[src/rtl/core/cpmi_pkg.sv]
`timescale 1ns / 1ps
// ----------------------------------------------------------------------------
// cpmi_pkg
// Shared widths and constants for the column pair mutual information core.
// ----------------------------------------------------------------------------
package cpmi_pkg;

  // beat field widths
  localparam int SYM_W = 5;
  localparam int CFG_W = 6;
  localparam int OUT_W = 32;

  // alphabet size after reset
  localparam logic [CFG_W-1:0] ALPHA_RESET = 6'd27;

  // log2 format q5.28
  localparam int FRAC_BITS = 28;
  localparam int LOG_W     = 33;

  // shared multiplier operand and product widths
  localparam int MUL_W  = 32;
  localparam int PROD_W = 64;

  // accumulator, scaled numerator and denominator widths
  localparam int ACC_W = 50;
  localparam int NUM_W = 66;
  localparam int DEN_W = 32;

  // ln 2 in q28
  localparam logic [FRAC_BITS-1:0] LN2_Q28 = 28'd186065280;

endpackage

[src/rtl/core/cpmi_mul.sv]
`timescale 1ns / 1ps
// ----------------------------------------------------------------------------
// cpmi_mul
// Shared unsigned multiplier with a registered product.
// ----------------------------------------------------------------------------
module cpmi_mul (
  input  logic                         clk,
  input  logic [cpmi_pkg::MUL_W-1:0]  a,
  input  logic [cpmi_pkg::MUL_W-1:0]  b,
  output logic [cpmi_pkg::PROD_W-1:0] p
);
  import cpmi_pkg::*;

  // one product per cycle, registered
  always_ff @(posedge clk) begin
    p <= PROD_W'(a) * PROD_W'(b);
  end

endmodule

[config.mk]
export PLATFORM = sky130hd
export DESIGN_NAME = cpmi_mul
export DESIGN_NICKNAME = d
export VERILOG_FILES = /design/src/rtl/core/cpmi_pkg.sv /design/src/rtl/core/cpmi_mul.sv
export SDC_FILE = /design/constraint.sdc
export NUM_CORES = 2
export LEC_CHECK = 0
export BUFFER_PORTS_ARGS = -buffer_cell sky130_fd_sc_hd__buf_2
export CORE_MARGIN = 10
export CORE_UTILIZATION = 60
export DETAILED_ROUTE_END_ITERATION = 12
export GPL_ROUTABILITY_DRIVEN = 0
export PLACE_DENSITY = 0.78
export SYNTH_ARGS = -nofsm -noshare
export SYNTH_HDL_FRONTEND = slang
export SYNTH_SLANG_ARGS = --single-unit
export TNS_END_PERCENT = 20
[constraint.sdc]
create_clock -name clk -period 10 [get_ports clk]
set_input_delay 2 -clock clk [delete_from_list [all_inputs] [get_ports clk]]
set_output_delay 2 -clock clk [all_outputs]
set_load 0.01 [all_outputs]
# [Word-level counts from Yosys, hierarchy flattened]
# Index checks and enable logic that the tools add are counted.
[word_totals] input_bits=65 wordCells=2 register_bits=64 output_inout_bits=64
[op_classes] multipliers=1
[op_table] operator="$mul A32 B32 Y64" count=1

# [Logic depth before layout (Yosys ltp)]
[depth] word_depth=1 ltp_mapped=29 ltp_nobuf=27

# [Worst setup path before layout]
# No wires, ideal clock.
[synth_timing] kind="input -> register" start="input a[25] (netlist name)" end="register p[62] (netlist name)" setup_time_ns=0.072 cell_stages=25 slack_ns=1.247 arrival_ns=8.681 path_cell_list="clkbuf_1 -> nand2_1 -> fa_1 -> inv_1 -> fa_1 -> inv_1 -> fa_1 -> inv_1 -> fa_1 -> fa_1 -> fa_1 -> fa_1 -> inv_1 -> fa_1 -> inv_1 -> ha_1 -> buf_2 -> nand4_1 -> or4_1 -> or3_1 -> a31oi_1 -> a31o_2 -> a211oi_1 -> o21ai_1 -> xor2_1"
[synth_via] elab_chain_len=1
[synth_rtl] element="from (decl)" line_no="cpmi_mul.sv:8" text="input logic [cpmi_pkg::MUL_W-1:0] a,"
[synth_rtl] element="$mul A32 B32 Y64" line_no="cpmi_mul.sv:16" text="p <= PROD_W'(a) * PROD_W'(b);"
[synth_rtl] element="to (signal assigned)" line_no="cpmi_mul.sv:16"
[synth_rtl] element="to (decl)" line_no="cpmi_mul.sv:10" text="output logic [cpmi_pkg::PROD_W-1:0] p"
# No other way between the ends.

# [Final worst setup path]
[layout_timing] start="input b[9] (netlist name)" end="register p[62] (netlist name)"
[layout_via] elab_chain_len=1
[layout_rtl] element="from (decl)" line_no="cpmi_mul.sv:9" text="input logic [cpmi_pkg::MUL_W-1:0] b,"
[layout_rtl] element="$mul A32 B32 Y64" line_no="cpmi_mul.sv:16"
# No other way between the ends.

==> results.md <==
- The run finished with clean final reports.
- The final instance count without filler cells is 4,474.
- The number of nets in the synthesized netlist is 4,972.
- The clock transition time at the flip-flop clock pins of the worst setup and hold paths is 0.06 ns.
- For the pin with the worst max-slew slack, the measured transition is ~0.79 ns.
- The register with the most flip-flops in the final layout is p.
- The estimated wirelength of the detail-placed design is about 74,000 um.
- After the last flow step, the layout net total stands at 4,926.
- The number of max-capacitance violations reported is 0.
- The mapped netlist covers roughly 35,000 um2.
- The initial core utilization is 60.3%.
- The first-iteration detailed-routing DRC count is roughly 1,700.
- Across all layers, the routed design uses between 20,000 and 30,000 vias.
- The number of failing hold endpoints at the final stage is 0.
- The overall track demand over capacity in global routing is 27.8%.
- The die span in y is about 260 um.
- The I/O pin count is between 100 and 150.
- The most numerous cell type found on the critical path is fa_1.
- Static timing analysis puts the maximum clock frequency at around 100 MHz.
- The count of flip-flops with a built-in enable after synthesis is 0.
- After detailed routing, the average wire length per cell comes to 20.2 um.
- Synthesis handed over a netlist of between 3,000 and 4,000 instances.
- The worst path meets setup with roughly 0.47 ns of slack.
- Entering global routing, the biggest net connects 33 pins.
- The worst setup slack after placement is 0.311 ns.
- In this run the mean area of a mapped cell was slightly above 9 um2.
- Ranked by total cell area, the synthesized netlist is headed by fa_1, and2_1, ha_1, inv_1, nand2_1.
- The number of max-slew violations in the final report is 0.
- The dominant cell by count in the synthesized netlist is fa_1.
- The number of flip-flops under the largest register name is between 60 and 70.
- Once the clock tree was built, the resizer swapped 0 gates to a different size.
- The total iterations of the first detailed-routing run is 7.
- Wires add up to between 90,000 and 100,000 um.
- The maximum fanout along the worst path is 32.
- The headroom to the max-slew limit is 47.3%.
- The number of antenna violations at the first check in global routing is 3.
- The worst setup path is captured at a flip-flop.
- The H-tree generated during clock tree synthesis spans 3 levels.
- The detail-routed via count per cell is approximately 5.6.
- The largest registers in the layout are p x64.
- The worst path in the final design needs a cycle of between 9 and 10 ns, including I/O delays and setup.
- The die covers roughly 68,000 um2.
- The maximum number of buffers from clock root to sink is 2.
- The sum of negative setup slack is 0 ns.
- The worst-path cell with the longest stage delay is fa_1.
- The number of setup violations in the final report is 0.
- Cells fill about 63% of the core in the end.
- The most used flip-flop cell after synthesis is dfxtp_1.
- The sink count of the clock tree is 64.
- The count of nets left with antenna violations once routing finished came out at 0.
- On the worst path, the slowest cell contributes a delay of 0.56 ns.
- In the synthesized netlist the async set-or-reset flop fraction comes to 0%.
- Summed over its instances, the top area cell type makes up around half of the synthesized netlist area.
- The class of the most critical hold timing path is input port to flip-flop.
- The number of buffers created by CTS is 9.
- From synthesis to final layout, the design area changed by 3.77%.
- Setup repair after global routing left no endpoint under its margin.
- The critical path contains buffers and inverters numbering 6 combined.
- The worst setup path is of the input port to flip-flop kind.
- In the routed design, unresolved DRC markers number 0.
- At the worst endpoint, the required time is 10.26 ns.
- The number of cells in the design after placement is roughly 4,500.
- The flip-flop and latch count after synthesis is 64.
- Summing the sequential cell areas from Yosys gives 3.69% of the chip area.
- The die is roughly 260 um wide.
- The first global-routing pass estimated 147,000 um of wire.
- After synthesis, the most frequently instantiated cells are fa_1, inv_1, and2_1.
- TritonCTS built the clock tree.
- The final cycle utilization of the critical path is 95.3%.
- The Yosys step of the flow raised 0 warnings.
- The synthesized netlist contains 57 unique library cells.
- The category of cells accounting for the largest share of critical-path delay is adder cells.
- The critical path goes through buf_2, nand2_1, fa_1, inv_1, fa_1, inv_1, fa_1, inv_1, fa_1, fa_1, fa_1, fa_1, inv_1, fa_1, inv_1, ha_1, nand4_1, or4_1, or3_1, a31oi_1, a31o_2, a211oi_1, o21ai_1, xor2_1.
- The via count of the first global-routing pass is between 20,000 and 30,000.
- The clock root buffer is clkbuf_16.
- In the final layout, the share of cells above drive strength 1 is between 5 and 6%.
- The number of placement rows is just under 90.
- In this run the standard cell core region covers between 50,000 and 60,000 um2.
- The data arrival time of the critical path is a little under 10 ns.
- For this design, the CTS-stage hold fixing added 0 buffers.
- The startpoint class of the critical path is an input port.
- After clock tree synthesis, the setup repair step added 0 buffers.
- Buffers placed on the I/O ports in this run total 128.
- For this run the aggregate overflow at the end of global routing stands at 0.
- Of all cell types, the one taking the most synthesized area is fa_1.
[path summary, 6_finish.rpt]
kind | start | endpoint | slack (ns) | depth (start not counted)
hold / removal | b[0] | p[0]$_DFF_P_ | 2.34 | 2
setup / recovery | b[9] | p[62]$_DFF_P_ | 0.47 | 24
[layout by cell type, fill, tap and decap left out, types with 4 or more instances in the layout]
cell	synthesis	layout
buf_2	6	128
xor2_1	25	25
nor3_1	7	7
nand3_1	10	10
a221o_1	4	4
a21o_1	40	40
and3_1	14	14
nor2_1	20	20
o21bai_1	10	10
buf_4	0	35
fa_1	896	896
dfxtp_1	64	64
o21ai_1	5	5
nand4_1	23	23
a31oi_1	12	12
a21oi_1	63	63
xnor2_1	35	35
o21ai_0	21	21
o21a_1	9	9
nand2_1	480	480
clkbuf_16	0	9
ha_1	263	263
inv_1	865	865
and2_1	602	602
[cells by family (layout without fill, tap and decap cells)]
family                     Yosys count  after routing  synth area share [%]
other                                0              2                     0
DFF                                 64             64                  3.69
AOI/OAI and AO/OA                  202            202                  4.15
adders and majority gates         1159           1159                  61.2
xor gates and xnor gates            60             60                  1.52
muxes                                1              1                0.0289
and+or+nand+nor                   1177           1177                  17.6
buffers and inverters             1085           1044                  11.8
[metal layers]
| metal | vias up | part of all wire [%] | GRT usage, % |
|---|---|---|---|
| li1 | 10700 | - | - |
| met1 | 13100 | 34 | 31.2 |
| met2 | 1078 | 51 | 48.9 |
| met3 | 384 | 6.2 | 3.28 |
| met4 | 4 | 8.4 | 19.5 |
| met5 | - | 0.024 | 0 |
[layout make-up]
cell class / instances / area, um2
timing repair buffer: 163 / 903
fill: 4861 / 21500
sequential: 64 / 1280
multi-input combinational: 2599 / 29300
clock inverter: 7 / 48.8
clock buffer: 9 / 225
tap: 765 / 957
inverter: 865 / 3250
antenna: 2 / 5.00
[metrics by stage]
step | hold WS, ns | area (um2)
final | 2.34 | 36000
after global routing | 2.33 | 36000
after CTS | 2.31 | 36000
after detailed placement | 2.40 | 35700
after global placement | 2.40 | 35700
after floorplan | 2.13 | 34700
Power is left out: the tool's default activity adds up to more than one toggle a clock period on the data nets, which glitch-free logic cannot reach.
