==> src/rtl/core/cpmi_div.sv <==
`timescale 1ns / 1ps
// ----------------------------------------------------------------------------
// cpmi_div
// Restoring divider, one quotient bit per cycle.
// ----------------------------------------------------------------------------
module cpmi_div #(
  parameter int NUM_W = 66,
  parameter int DEN_W = 32
) (
  input  logic             clk,
  input  logic             rst,
  input  logic             start,
  input  logic [NUM_W-1:0] num,
  input  logic [DEN_W-1:0] den,
  output logic             done,
  output logic [NUM_W-1:0] quo
);

  localparam int CNT_W = $clog2(NUM_W + 1);

  logic [DEN_W-1:0] rem;
  logic [CNT_W-1:0] cnt;
  logic             busy;
  logic [DEN_W:0]   rem_sh;
  logic [DEN_W+1:0] diff;

  // trial subtract of the shifted remainder
  assign rem_sh = {rem, quo[NUM_W-1]};
  assign diff   = {1'b0, rem_sh} - {2'b00, den};

  // quotient shifts in from the bottom as the dividend shifts out the top
  always_ff @(posedge clk) begin
    if (rst) begin
      busy <= 1'b0;
      done <= 1'b0;
      cnt  <= '0;
    end else begin
      done <= 1'b0;
      if (start) begin
        quo  <= num;
        rem  <= '0;
        cnt  <= '0;
        busy <= 1'b1;
      end else if (busy) begin
        if (diff[DEN_W+1]) begin
          rem <= rem_sh[DEN_W-1:0];
          quo <= {quo[NUM_W-2:0], 1'b0};
        end else begin
          rem <= diff[DEN_W-1:0];
          quo <= {quo[NUM_W-2:0], 1'b1};
        end
        cnt <= cnt + 1'b1;
        if (cnt == CNT_W'(NUM_W - 1)) begin
          busy <= 1'b0;
          done <= 1'b1;
        end
      end
    end
  end

endmodule

==> config.mk <==
export PLATFORM = sky130hd
export DESIGN_NAME = cpmi_div
export DESIGN_NICKNAME = d
export VERILOG_FILES = /design/src/rtl/core/cpmi_div.sv
export SDC_FILE = /design/constraint.sdc
export NUM_CORES = 1
export LEC_CHECK = 0
export BUFFER_PORTS_ARGS = -buffer_cell sky130_fd_sc_hd__buf_2
export CAP_MARGIN = 5
export CORE_MARGIN = 2
export CORE_UTILIZATION = 35
export DETAILED_ROUTE_END_ITERATION = 8
export PLACE_DENSITY = 0.6
export REMOVE_ABC_BUFFERS = 1
export SLEW_MARGIN = 10
export SYNTH_ARGS = -nofsm -noshare
export SYNTH_HDL_FRONTEND = slang
export SYNTH_SLANG_ARGS = --single-unit
==> constraint.sdc <==
create_clock -name clk -period 9 [get_ports clk]
set_input_delay 0.9 -clock clk [delete_from_list [all_inputs] [get_ports clk]]
set_output_delay 0.9 -clock clk [all_outputs]
set_load 0.05 [all_outputs]
**Word-level counts from Yosys, hierarchy flattened**

Cells that the tools add are included.

- Input port bits: 101
- Flip-flop bits (word level): 107
- Output and inout port bits: 67
- Logic and storage cells: 23

- Add/subtract/negate cells: 2
- Reduce and logical (&&, ||, !) cells: 4
- Muxes and demuxes: 9
- Equality and inequality tests: 1
- Bitwise operators: 2

Operators with widths:

| kind | count |
|---|---|
| $mux W66 | 2 |
| $mux W32 | 2 |
| $sub A33 B32 Y34 | 1 |
| $add A7 B1 Y7 const B | 1 |
| $eq A7 B7 Y1 const B | 1 |
| $mux W1 | 5 |
| $reduce_or A3 Y1 | 1 |
| $not A1 Y1 | 2 |
| $reduce_and A2 Y1 | 1 |
| $reduce_bool A2 Y1 | 1 |
| $reduce_or A2 Y1 | 1 |

**Depth between registers and ports, before layout**

- Word-level depth: 4
- Mapped depth: 12
- Mapped depth without buffers: 12

**Least setup slack after synthesis**

Ideal clock, no wire load.

- Path type: input to register
- From: in start
- To: reg quo[0] (enable)
- Arrival: 6.005 ns
- Path slack: 2.406 ns
- Stages on the path: 3
- Path buffers: 1
- Required time: 8.410 ns
- Setup time: 0.590 ns
- Path through: clkbuf_1 -> inv_1 -> a21oi_1

- Longest elaborated chain between the ends: 2

RTL lines:

| what | line | RTL |
|---|---|---|
| start, declared | 12 | `input logic start,` |
| $reduce_bool A2 Y1 (no source line) | -- |  |
| $reduce_and A2 Y1 (no source line) | -- |  |
| end signal, assigned | 40 | `quo <= num;` |
| end signal, assigned | 47 | `quo <= {quo[NUM_W-2:0], 1'b0};` |
| end signal, assigned | 50 | `quo <= {quo[NUM_W-2:0], 1'b1};` |
| end, declared | 16 | `output logic [NUM_W-1:0] quo` |

No other way between the ends.
A chain may end at the register's enable or synchronous reset.

**Worst setup path after layout**

- From: in den[1]
- To: reg rem[22] (data pin)

- Longest elaborated chain between the ends: 3

RTL lines:

| what | line | RTL |
|---|---|---|
| start, declared | 14 | `input logic [DEN_W-1:0] den,` |
| $sub A33 B32 Y34 | 29 | `assign diff = {1'b0, rem_sh} - {2'b00, den};` |
| $mux W32 | 45 | `if (diff[DEN_W+1]) begin` |
| $mux W32 | 44 | `end else if (busy) begin` |
| end signal, assigned | 46 | `rem <= rem_sh[DEN_W-1:0];` |
| end signal, assigned | 49 | `rem <= diff[DEN_W-1:0];` |
| end, declared | 21 | `logic [DEN_W-1:0] rem;` |

No other way between the ends. The select of a mux whose other input is x is not followed.

==> results.md <==
- CTS tree: done
- Average wire per standard cell: 16.84 um
- Detailed Routing Iterations Pass 1: 6
- Area grow syn2layout: 20.48%
- Final period util: 0.4051
- Gpl congestion: 0.8261
- Largest net degree at the start of global routing: 66
- Setup Viol. Count Final: 0
- Initial antenna violation count: 1
- Most frequent cells in the layout: buf_2, edfxtp_1, mux2_2
- Initial core utilization: 0.3543
- Most used flip-flop cell after synthesis: edfxtp_1
- Worst setup EP type: flip-flop
- Final Hold Fails: 0
- Cts repair resizes: 0
- Post-synthesis sequential area ratio: 0.4761
- Max clock buf depth: 2
- Worst R2R Start: rem[0]$_SDFFCE_PP0P_
- Min-delay src: cnt[6]$_SDFFE_PP0P_
- H-tree Lvls: 3
- Post-synth cell types: 63
- Leakage: 3.263 nW
- Number of synthesized flops with an enable pin: 98
- Post-Route WL: 16650 um
- Clock root buffer: clkbuf_16
- Via count: 5078
- CTS clk-pin slew, worst paths: 80 ps
- Max Fanout on Critical Path: 19
- Commonest non-fill, non-tap cell in the layout: buf_2
- Mapped Avg Cell Area: 11.08 um2
- CTS sink cnt: 107
- DR iter-0 viols: 292
- CP max stage delay: 610 ps
- Worst relative slew slack: 0.4562
- Synth warnings: 0
- Gr ovfl total: 0
- Outcome: complete, no violations
- Worst Setup SP: den[1]
- Crit Path Class: in -> reg
- Crit-path cells: buf_2 > inv_1 > ha_1 > nor2b_1 > o2111a_2 > o211a_4 > o211ai_4 > a2111oi_4 > o41ai_4 > buf_4 > nand2_2 > a211oi_1
- Worst hold-check path type: reg -> reg
- CTS Buf Count: 9
- TNS Setup: 0 ps
- Worst Tran Pin Value: 815.7 ps
- Final HPWL DP: 12180 um
- First-pass GRT wire length: 26820 um
- RSZ-0062 raised after global routing: false
- Power Density: 180.6 nW/um2
- CP startpoint kind: input pin
- Vias in the first global route: 5212
- Die W: 140.9 um
- FP Rows: 50
- Dpl cell area: 7609 um2
- Top-area cell type share of the netlist area: 0.4486
- Fmax: 274.3 MHz
- DRC: 0
- Cells after synthesis: 592
- Total track usage: 0.1696
- Share of cells above drive strength 1: 0.3660
- Synthesized flop and latch total: 107
- Clk_lat worst skew: 360 ps
- Boundary Pins: 168
- Worst Path Arrival: 3840 ps
- VDD IR max: 89.60 uV
- CP max-delay cell: o41ai_4
- Synth Cell Area: 6560 um2
- Max-slew violation count: 0
- Worst endpoint required time: 9190 ps
- Cts hold-fix bufs: 0
- Sequential cell area: 3123 um2
- Fin crit period: 3646 ps
- Synth top area cells: edfxtp_1, mux2_2, ha_1
- Via density: 5.134
- Layout Skew: 14.21 ps
- NumNets Final: 885
- Fin area: 7904 um2
- Fillers: 1841
- Multi-input gate area: 3144 um2
- DRT antenna net count: 0
- Synth area leader: edfxtp_1
- Core Box Area: 18520 um2
- Die footprint: 19850 um2
- Max-cap violation count: 0
- Die height: 140.9 um
- # Post-CTS Setup Buffers: 0
- Async SR Flop Fraction: 0
- IO buf count: 167
[worst max-delay path, delay by kind of cell]
| kind | cells | cell delay (ps) |
|---|---|---|
| compound gates | 6 | 1800 |
| buf+inv | 3 | 570 |
| simple gates | 2 | 310 |
| fa+ha+maj | 1 | 230 |
[path summary, 6_finish.rpt]
path                            to  slack (ps)  cells after the start
min reg2reg    cnt[6]$_SDFFE_PP0P_         500                      2
min            cnt[6]$_SDFFE_PP0P_         500                      2
max          rem[22]$_SDFFCE_PP0P_        5350                     12
max reg2reg  rem[22]$_SDFFCE_PP0P_        5570                     10
[sequential cells by signal (all words and copies together), names as in the netlist]
signal / flops
quo: 66
rem: 32
cnt: 7
busy: 1
done: 1
[synth_stat cells (3+ instances only)]
master,n
edfxtp_1,98
mux2_2,65
a21oi_1,52
inv_1,46
nand2_1,37
ha_1,34
nand3_1,29
nor2_1,19
o21ai_1,19
xnor2_1,17
clkbuf_1,15
o21ai_0,14
nor3_1,13
a21o_1,11
o21a_1,10
dfxtp_1,9
xor2_1,7
a211oi_1,6
a211o_1,5
a31oi_1,5
a21oi_2,4
buf_1,4
buf_6,4
nand4_1,4
nor2b_1,4
nor4_1,4
o22ai_1,4
or3_1,4
and3_1,3
o211ai_1,3
[power breakdown]
group / switching, mW / leakage [nW] / internal, mW / total, mW
clock: 0.210 / 0.140 / 0.197 / 0.407
combinational: 0.254 / 2.11 / 0.153 / 0.407
sequential: 0.0209 / 1.02 / 0.592 / 0.613
[stage by stage]
step | instances | power (mW) | setup slack, ps | utilization | hold slack, ps
finish | 989 | 1.427 | 5354 | 0.4268 | 497.1
global route | 988 | 1.502 | 5134 | 0.4267 | 542.2
CTS | 988 | 1.442 | 5344 | 0.4267 | 502.8
detailed placement | 972 | 1.032 | 4967 | 0.4109 | 487.5
global placement | 972 | 1.029 | 5047 | 0.4109 | 477.9
floorplan | 566 | 0.9241 | 2613 | - | 458.2
[cells by family (layout without fill, tap and decap cells)]
family | count (synthesis) | count (layout) | share of synthesized area
compound gates | 159 | 159 | 0.1677
flops | 107 | 107 | 0.4761
simple gates | 130 | 130 | 0.09803
mux | 65 | 65 | 0.1116
fa+ha+maj | 35 | 35 | 0.06790
other cells | 0 | 1 | 0
buf+inv | 72 | 234 | 0.04673
xor+xnor | 24 | 24 | 0.03204
[routing by layer]
| metal | routed length, um | global-route usage | vias up |
|---|---|---|---|
| li1 | - | - | 2534 |
| met1 | 7207 | 0.2071 | 2375 |
| met2 | 7998 | 0.2917 | 161 |
| met3 | 1335 | 0.06046 | 8 |
| met4 | 114 | 0.03263 | 0 |
| met5 | 0 | 0 | - |
[cell type report]
| type | count | area share |
|---|---|---|
| Tap cell | 234 | 0.03704 |
| Timing Repair Buffer | 172 | 0.1108 |
| Sequential cell | 107 | 0.3951 |
| Inverter | 46 | 0.02185 |
| Multi-Input combinational cell | 413 | 0.3978 |
| Clock buffer | 10 | 0.02897 |
| Antenna cell | 1 | 0.0003166 |
| Clock inverter | 6 | 0.008073 |
Note: power is estimated with default switching activity, not from simulation.
