## src/rtl/core/cpmi_ram.sv

```systemverilog
`timescale 1ns / 1ps
// ----------------------------------------------------------------------------
// cpmi_ram
// Generic single write port, single read port ram with registered read.
// ----------------------------------------------------------------------------
module cpmi_ram #(
  parameter int WIDTH = 16,
  parameter int DEPTH = 32
) (
  input  logic                     clk,
  input  logic                     we,
  input  logic [$clog2(DEPTH)-1:0] waddr,
  input  logic [WIDTH-1:0]         wdata,
  input  logic                     re,
  input  logic [$clog2(DEPTH)-1:0] raddr,
  output logic [WIDTH-1:0]         rdata
);

  logic [WIDTH-1:0] mem [DEPTH];

  // write port
  always_ff @(posedge clk) begin
    if (we) begin
      mem[waddr] <= wdata;
    end
  end

  // registered read port
  always_ff @(posedge clk) begin
    if (re) begin
      rdata <= mem[raddr];
    end
  end

endmodule

```

## config.mk

```make
export PLATFORM = sky130hd
export DESIGN_NAME = cpmi_ram
export DESIGN_NICKNAME = d
export VERILOG_FILES = /design/src/rtl/core/cpmi_ram.sv
export SDC_FILE = /design/constraint.sdc
export NUM_CORES = 1
export LEC_CHECK = 0
export BUFFER_PORTS_ARGS = -buffer_cell sky130_fd_sc_hd__buf_4
export CAP_MARGIN = 15
export CORE_MARGIN = 2
export CORE_UTILIZATION = 30
export DETAILED_ROUTE_END_ITERATION = 7
export PLACE_DENSITY = 0.43
export SLEW_MARGIN = 30
export SYNTH_ARGS = -nofsm -noshare
export SYNTH_HDL_FRONTEND = slang
export SYNTH_SLANG_ARGS = --single-unit
```

## constraint.sdc

```tcl
create_clock -name clk -period 5.6 [get_ports clk]
set_input_delay 1.68 -clock clk [delete_from_list [all_inputs] [get_ports clk]]
set_output_delay 1.68 -clock clk [all_outputs]
set_load 0.02 [all_outputs]
```

Word-level counts from Yosys, hierarchy flattened
Memories as Yosys holds them, arrays and structs flattened. A register that Yosys moved wholly into a read port is not among the register bits.
Index checks and enable logic that the tools add are counted.
{ "classes": {"add_sub_neg": 0, "multipliers": 0, "div": 0, "magnitude_cmp": 0, "n_eq_ne": 0, "n_shift": 0, "muxes": 2, "n_bitwise": 0, "n_reduce_logical": 0} }
{ "ops": {"columns": ["op", "n"], "rows": [
  ["$mux 1", 2]
]} }
{ "totals": {"regBits": 0, "latchBits": 0, "ram_bits": 512, "romBits": 0, "inputBits": 29, "output_inout_bits": 16, "elab_cells": 3, "mem_count": 1} }
{ "memory_table": {"columns": ["memory", "depth", "word_bits", "rd", "rd_ports_with_merged_regs", "wr", "line", "text"], "rows": [
  ["mem", 32, 16, 1, 1, 1, "19", "logic [WIDTH-1:0] mem [DEPTH];"]
]} }

Logic depth before layout (Yosys ltp)
Gate-level depths: netlist of the first run.
{ "logic_depth": {"depth_word": 2, "mapped_depth": 8, "depth_no_buf": 5} }

Worst setup path after synthesis of the first run
No wires, ideal clock.
{ "synth_path": {"path_type": "input to register", "from": "input waddr[1]", "to": "memory mem[12][0] (enable)", "setup_ps": 388, "t_arrival_ps": 3032, "t_required_ps": 5212, "slack_ps": 2180, "stages": 3, "n_path_buf": 1, "path_cell_list": "or3b_2 clkbuf_1 nor2_1"} }
{ "synth_rtl": {"columns": ["element", "line", "text"], "rows": [
  ["from (decl)", "12", "input logic [$clog2(DEPTH)-1:0] waddr,"],
  ["to (decl)", "19", null]
]} }
No word-level cell before the write port.

==> results.cfg, run 1 <==
[routing]
routed-wl-met3_um = 2817
routedWlPerCell_um = 26.02
top_layer = met4
drt_wl_total_um = 55960
vias = 10510
drc = 0
via_per_inst = 4.885
detail_route.first_pass.iterations = 5
drtIter0Drc = 940
wl_met2_um = 25200
drtAntennaViolNets = 0
wl_met1_um = 26740

[worst_setup_path]
reg2reg_from = mem[7][8]$_DFFE_PP_
arrival_ns = 3.89
worstPathRequired_ns = 5.93
path_max_fanout = 66
crit_path_end_kind = register
crit_type = in -> reg
crit_start = raddr[0]
critPathLaunchType = input pin

[logic_synthesis]
syn_avg_cell_area_um2 = 18.11
yosysWarnings = 0
syn_nets = 1172
yosysSeqAreaShare = 0.7661
ys_types = 25
syn_inst = 1143
syn_area_um2 = 20700
ys_ff_latch = 528

[power_and_ir_drop]
max-vdd-ir-drop_uv = 199.0
power.density_nw_per_um2 = 356.6
power_mw = 8.510
power.leakage_nw = 8.166

[place]
placed_cell_area_um2 = 22090
dp_hpwl_um = 33940
dp_cells = 2045
port_buffers = 44
place_congestion = 0.7712
pre_cts_slack_ns = 1.389

[timing]
tightest_slew_ns = 0.9959
slew-limit-headroom = 0.3345
min_period_ns = 3.560
slew_viol_final = 0
skew_ns = 0.02135
fin_crit_sh = 0.6358
rsz0062_at_grt = false
setup_tns_ns = 0
fmax_mhz = 280.9
fin_hold_ws_ns = 0.6849
setup_viol = 0
layout_setup_ws_ns = 2.040
hold_viol_final = 0

[floorplan]
core_area_um2 = 68470
dieArea_um2 = 71100
initial_core_util = 0.3023
placement_rows = 96
die_width_um = 266.7
pin_count = 45
die_h_um = 266.7

[global_routing]
grt.overflow.total = 0
antenna_found_initial = 2
grt_use_total = 0.1573
grt_pass1_vias = 10520
grt_max_degree = 67
grt_pass1_wl_um = 79670

[clock_network]
hold_buffers = 0
clockBufferDepth = 3
cts_resized = 0
cts_max_level = 2
tritoncts = built
insertion_delay_ns = 0.63
cts_made_buffers = 57
cts.sinks = 528
clkSlewWorstSetupHoldPaths_ns = 0.06
cts_setup_buffers = 0
cts_root_buf = clkbuf_16

[layout]
syn_to_final_growth_pct = 15.30
drive_gt1_frac = 0.1434
fin_util = 0.3485
final_cells = 2151
layout.nets = 1251
nFillCells = 6524
antenna_cells = 0
fin_area_um2 = 23860
seq_area_um2 = 15860
multiInputGateArea_um2 = 4377

[hold_path]
hold_path_class = reg -> reg
hold_start = mem[16][4]$_DFFE_PP_

[status]
outcome = complete, no violations

[flow_run]
drv_cap = 0
==> cell usage in the layout, fill, tap and decap left out, types with 2 or more instances in the layout <==
cell type	instances
a21oi_1	32
a22o_1	32
a22oi_1	64
a31oi_1	16
buf_12	6
buf_4	79
bufinv_16	4
clkbuf_1	12
clkbuf_16	57
clkinv_1	15
clkinv_2	13
clkinv_8	2
edfxtp_1	528
mux2i_1	256
nand2_1	33
nand2b_1	2
nand3_1	34
nand3b_1	5
nand4_1	16
nor2_1	25
nor2_4	9
nor2b_4	2
nor3_1	16
or3b_2	3
==> worst max-delay path: stages <==
cell	delay (ns)
buf_8	0.49
buf_12	0.33
buf_12	0.26
mux2i_1	0.26
a21oi_1	0.13
a31oi_1	0.47
nand3_1	0.16
==> worst paths after layout <==
path                         to  cells past startpoint  slack [ns]
min reg2reg  rdata[4]$_DFFE_PP_                      4        0.68
max reg2reg  rdata[8]$_DFFE_PP_                      5        3.84
min          rdata[4]$_DFFE_PP_                      4        0.68
max          rdata[1]$_DFFE_PP_                      7        2.04
==> cells in the mapped netlist (all sizes together) <==
master  instances  area share
nand3          34      0.0082
a31oi          16      0.0048
or3             1     0.00030
nand3b          5      0.0018
buf            55       0.024
a21oi          32      0.0077
or2             1     0.00030
nor2b           2     0.00060
mux2i         256        0.12
nor3           16      0.0039
nand4          16      0.0048
clkbuf         12      0.0022
edfxtp        528        0.77
and2            1     0.00030
a22o           32       0.014
or3b            3      0.0013
nand2          33      0.0060
nor2           34      0.0065
nand2b          2     0.00060
a22oi          64       0.023
==> sequential cells by signal (all words and copies together) (netlist names) <==
| register | count |
|---|---|
| mem | 512 |
| rdata | 16 |
==> power by group <==
group          total [mW]  leakage, nW  internal, mW  switching [mW]
logic               0.480         2.53         0.149           0.331
clock network        3.60        0.870          2.05            1.55
registers            4.43         4.77          4.41          0.0206
==> cell type report <==
type,instances,area share
flip-flops and latches,528,0.6645
multi-input cells,548,0.1834
clock buffers,69,0.06166
well taps,882,0.04625
repair buffers,87,0.03167
clock inverters,37,0.01253
==> cells by family after synthesis <==
family                 synth area share
AOI/OAI and AO/OA               0.04933
buffers and inverters           0.02612
DFF                              0.7661
muxes                            0.1238
and+or+nand+nor                 0.03464
==> routing by layer <==
metal / vias up / track usage
met2: 239 / 0.2421
met3: 70 / 0.02915
met1: 5452 / 0.2271
met5: - / 0
met4: 0 / 0.04388
li1: 4747 / -
Power figures use the tool's default switching activity.
==> run 2, diff against run 1 <==
clock period = 3.61 ns   (was 5.6 ns; I/O delays follow)
==> run 2 against run 1 <==
  * Sequential share of layout area is 0.69 points lower
  * Register-to-register slack worse by 1.9 ns
  * Flip-flop and latch count stayed put
  * Clock power is 57% higher
  * Die area stayed put
  * Worst setup slack worse by 1.3 ns
  * Largest power group unchanged
==> results.cfg, run 2 (synthesized netlist as in run 1, its figures left out) <==
[routing]
drt_wl_total_um = 54500
via_per_inst = 4.862
routedWlPerCell_um = 24.99
drtIter0Drc = 795
vias = 10610
drtAntennaViolNets = 0
detail_route.first_pass.iterations = 5
drc = 0

[place]
place_congestion = 0.7361
port_buffers = 44
dp_hpwl_um = 32860

[power_and_ir_drop]
clock_power_share = 0.426
power.density_nw_per_um2 = 550.9
power.leakage_nw = 8.336
p_int_mw = 10.39
swShare = 0.2181
max-vdd-ir-drop_uv = 321.6
p_seq_frac = 0.518
comb_power_share = 0.056
switchingPower_mw = 2.897

[global_routing]
antenna_found_initial = 1
grt.overflow.total = 0
grt_pass1_wl_um = 78070
grt_use_total = 0.1538
grt_pass1_vias = 10800
grt_max_degree = 54

[clock_network]
cts_root_buf = clkbuf_16
insertion_delay_ns = 0.62
clkSlewWorstSetupHoldPaths_ns = 0.06
cts_resized = 0
cts_max_level = 2
cts.sinks = 528
cts_setup_buffers = 0
clockBufferDepth = 3
hold_buffers = 0
cts_made_buffers = 58
tritoncts = built

[layout]
final_common_cell = edfxtp_1
reg_top3 = mem (512), rdata (16)
final_cell_mix = 528 x edfxtp_1, 256 x mux2i_1, 105 x buf_4, 64 x a22oi_1, 58 x clkbuf_16
largest_reg_flops = 512
top_register = mem
drive_gt1_frac = 0.1622
layout.nets = 1281
syn_to_final_growth_pct = 16.51

[worst_setup_path]
path_cells = buf_4, nor2b_4, buf_4, buf_12, buf_4, a22oi_1, a31oi_1, nand3_1
cp_top_family = buffers and inverters
slowest_delay_ns = 0.59
worst-path-stages = 8
regToRegEndpoint = rdata[14]$_DFFE_PP_
critPathSlowestCell = a31oi_1
r2r_slack_ns = 1.90
critPathLaunchType = input pin
path_max_fanout = 22
endpoint = rdata[14]$_DFFE_PP_
cp_num_buf_inv = 4
cp_common_cell = buf_4
worstPathRequired_ns = 3.93
reg2reg_from = mem[1][14]$_DFFE_PP_
crit_type = in -> reg
arrival_ns = 3.15
crit_path_end_kind = register
crit_start = raddr[2]
rr_worst_depth = 5

[flow_run]
drv_cap = 0

[floorplan]
placement_rows = 96
die_h_um = 266.7
core_area_um2 = 68470
die_width_um = 266.7
pin_count = 45
dieArea_um2 = 71100
initial_core_util = 0.3023

[status]
outcome = complete, no violations

[timing]
fin_crit_sh = 0.7836
min_period_ns = 2.829
skew_ns = 0.02330
slew-limit-headroom = 0.5425
tightest_slew_ns = 0.6830
fmax_mhz = 353.5
fin_hold_ws_ns = 0.6773
hold_viol_final = 0
rsz0062_at_grt = false
slew_viol_final = 0
setup_viol = 0
setup_tns_ns = 0

[hold_path]
hold_path_class = reg -> reg
run 2: cell type report:
class,count,area (um^2)
clock buffers,70,1496
well taps,882,1104
multi-input cells,548,4337
fillers,6502,44350
clock inverters,33,307.8
diodes,4,10.01
flip-flops and latches,528,15860
repair buffers,116,1003
run 2: worst min-delay path by stage:
stage,from,endpoint,slack (ns),cells past startpoint
after floorplan,mem[16][10]$_DFFE_PP_,rdata[10]$_DFFE_PP_,0.63,4
after global placement,mem[16][6]$_DFFE_PP_,rdata[6]$_DFFE_PP_,0.67,4
after detailed placement,mem[16][6]$_DFFE_PP_,rdata[6]$_DFFE_PP_,0.67,4
after CTS,mem[16][6]$_DFFE_PP_,rdata[6]$_DFFE_PP_,0.68,4
after global routing,mem[10][12]$_DFFE_PP_,rdata[12]$_DFFE_PP_,0.73,4
final,mem[10][12]$_DFFE_PP_,rdata[12]$_DFFE_PP_,0.68,4
run 2: power by group through the flow:
stage          clock [mW]  sequential (mW)  combinational [mW]
2_1_floorplan           0             7.01               0.383
3_3_place_gp            0             7.00               0.759
3_5_place_dp            0             7.00               0.765
4_1_cts              5.83             6.87               0.766
5_1_grt              6.09             6.88               0.803
6_report             5.66             6.87               0.746
run 2: worst min-delay path, cell delays in order, from the launching register on:
cell,delay (ns)
edfxtp_1,0.31
mux2i_1,0.06
nand2_1,0.06
nand3_1,0.06
nand3_1,0.07
run 2: per-layer routing:
layer	vias up	global-route usage	part of all wire
met5	-	0	0
met1	5543	0.2195	0.48
met3	53	0.02583	0.041
met4	0	0.03993	0.017
li1	4812	-	-
met2	197	0.2432	0.46
run 2: through the flow:
step	cell area [um^2]	instances	setup WS (ns)	total power, mW	util
2_1_floorplan	20700	1143	0.7870	7.396	-
3_3_place_gp	22300	2074	0.1382	7.761	0.3257
3_5_place_dp	22300	2074	0.09547	7.769	0.3257
4_1_cts	24100	2177	0.7788	13.47	0.3520
5_1_grt	24100	2177	0.7577	13.77	0.3520
6_report	24110	2181	0.7810	13.28	0.3522
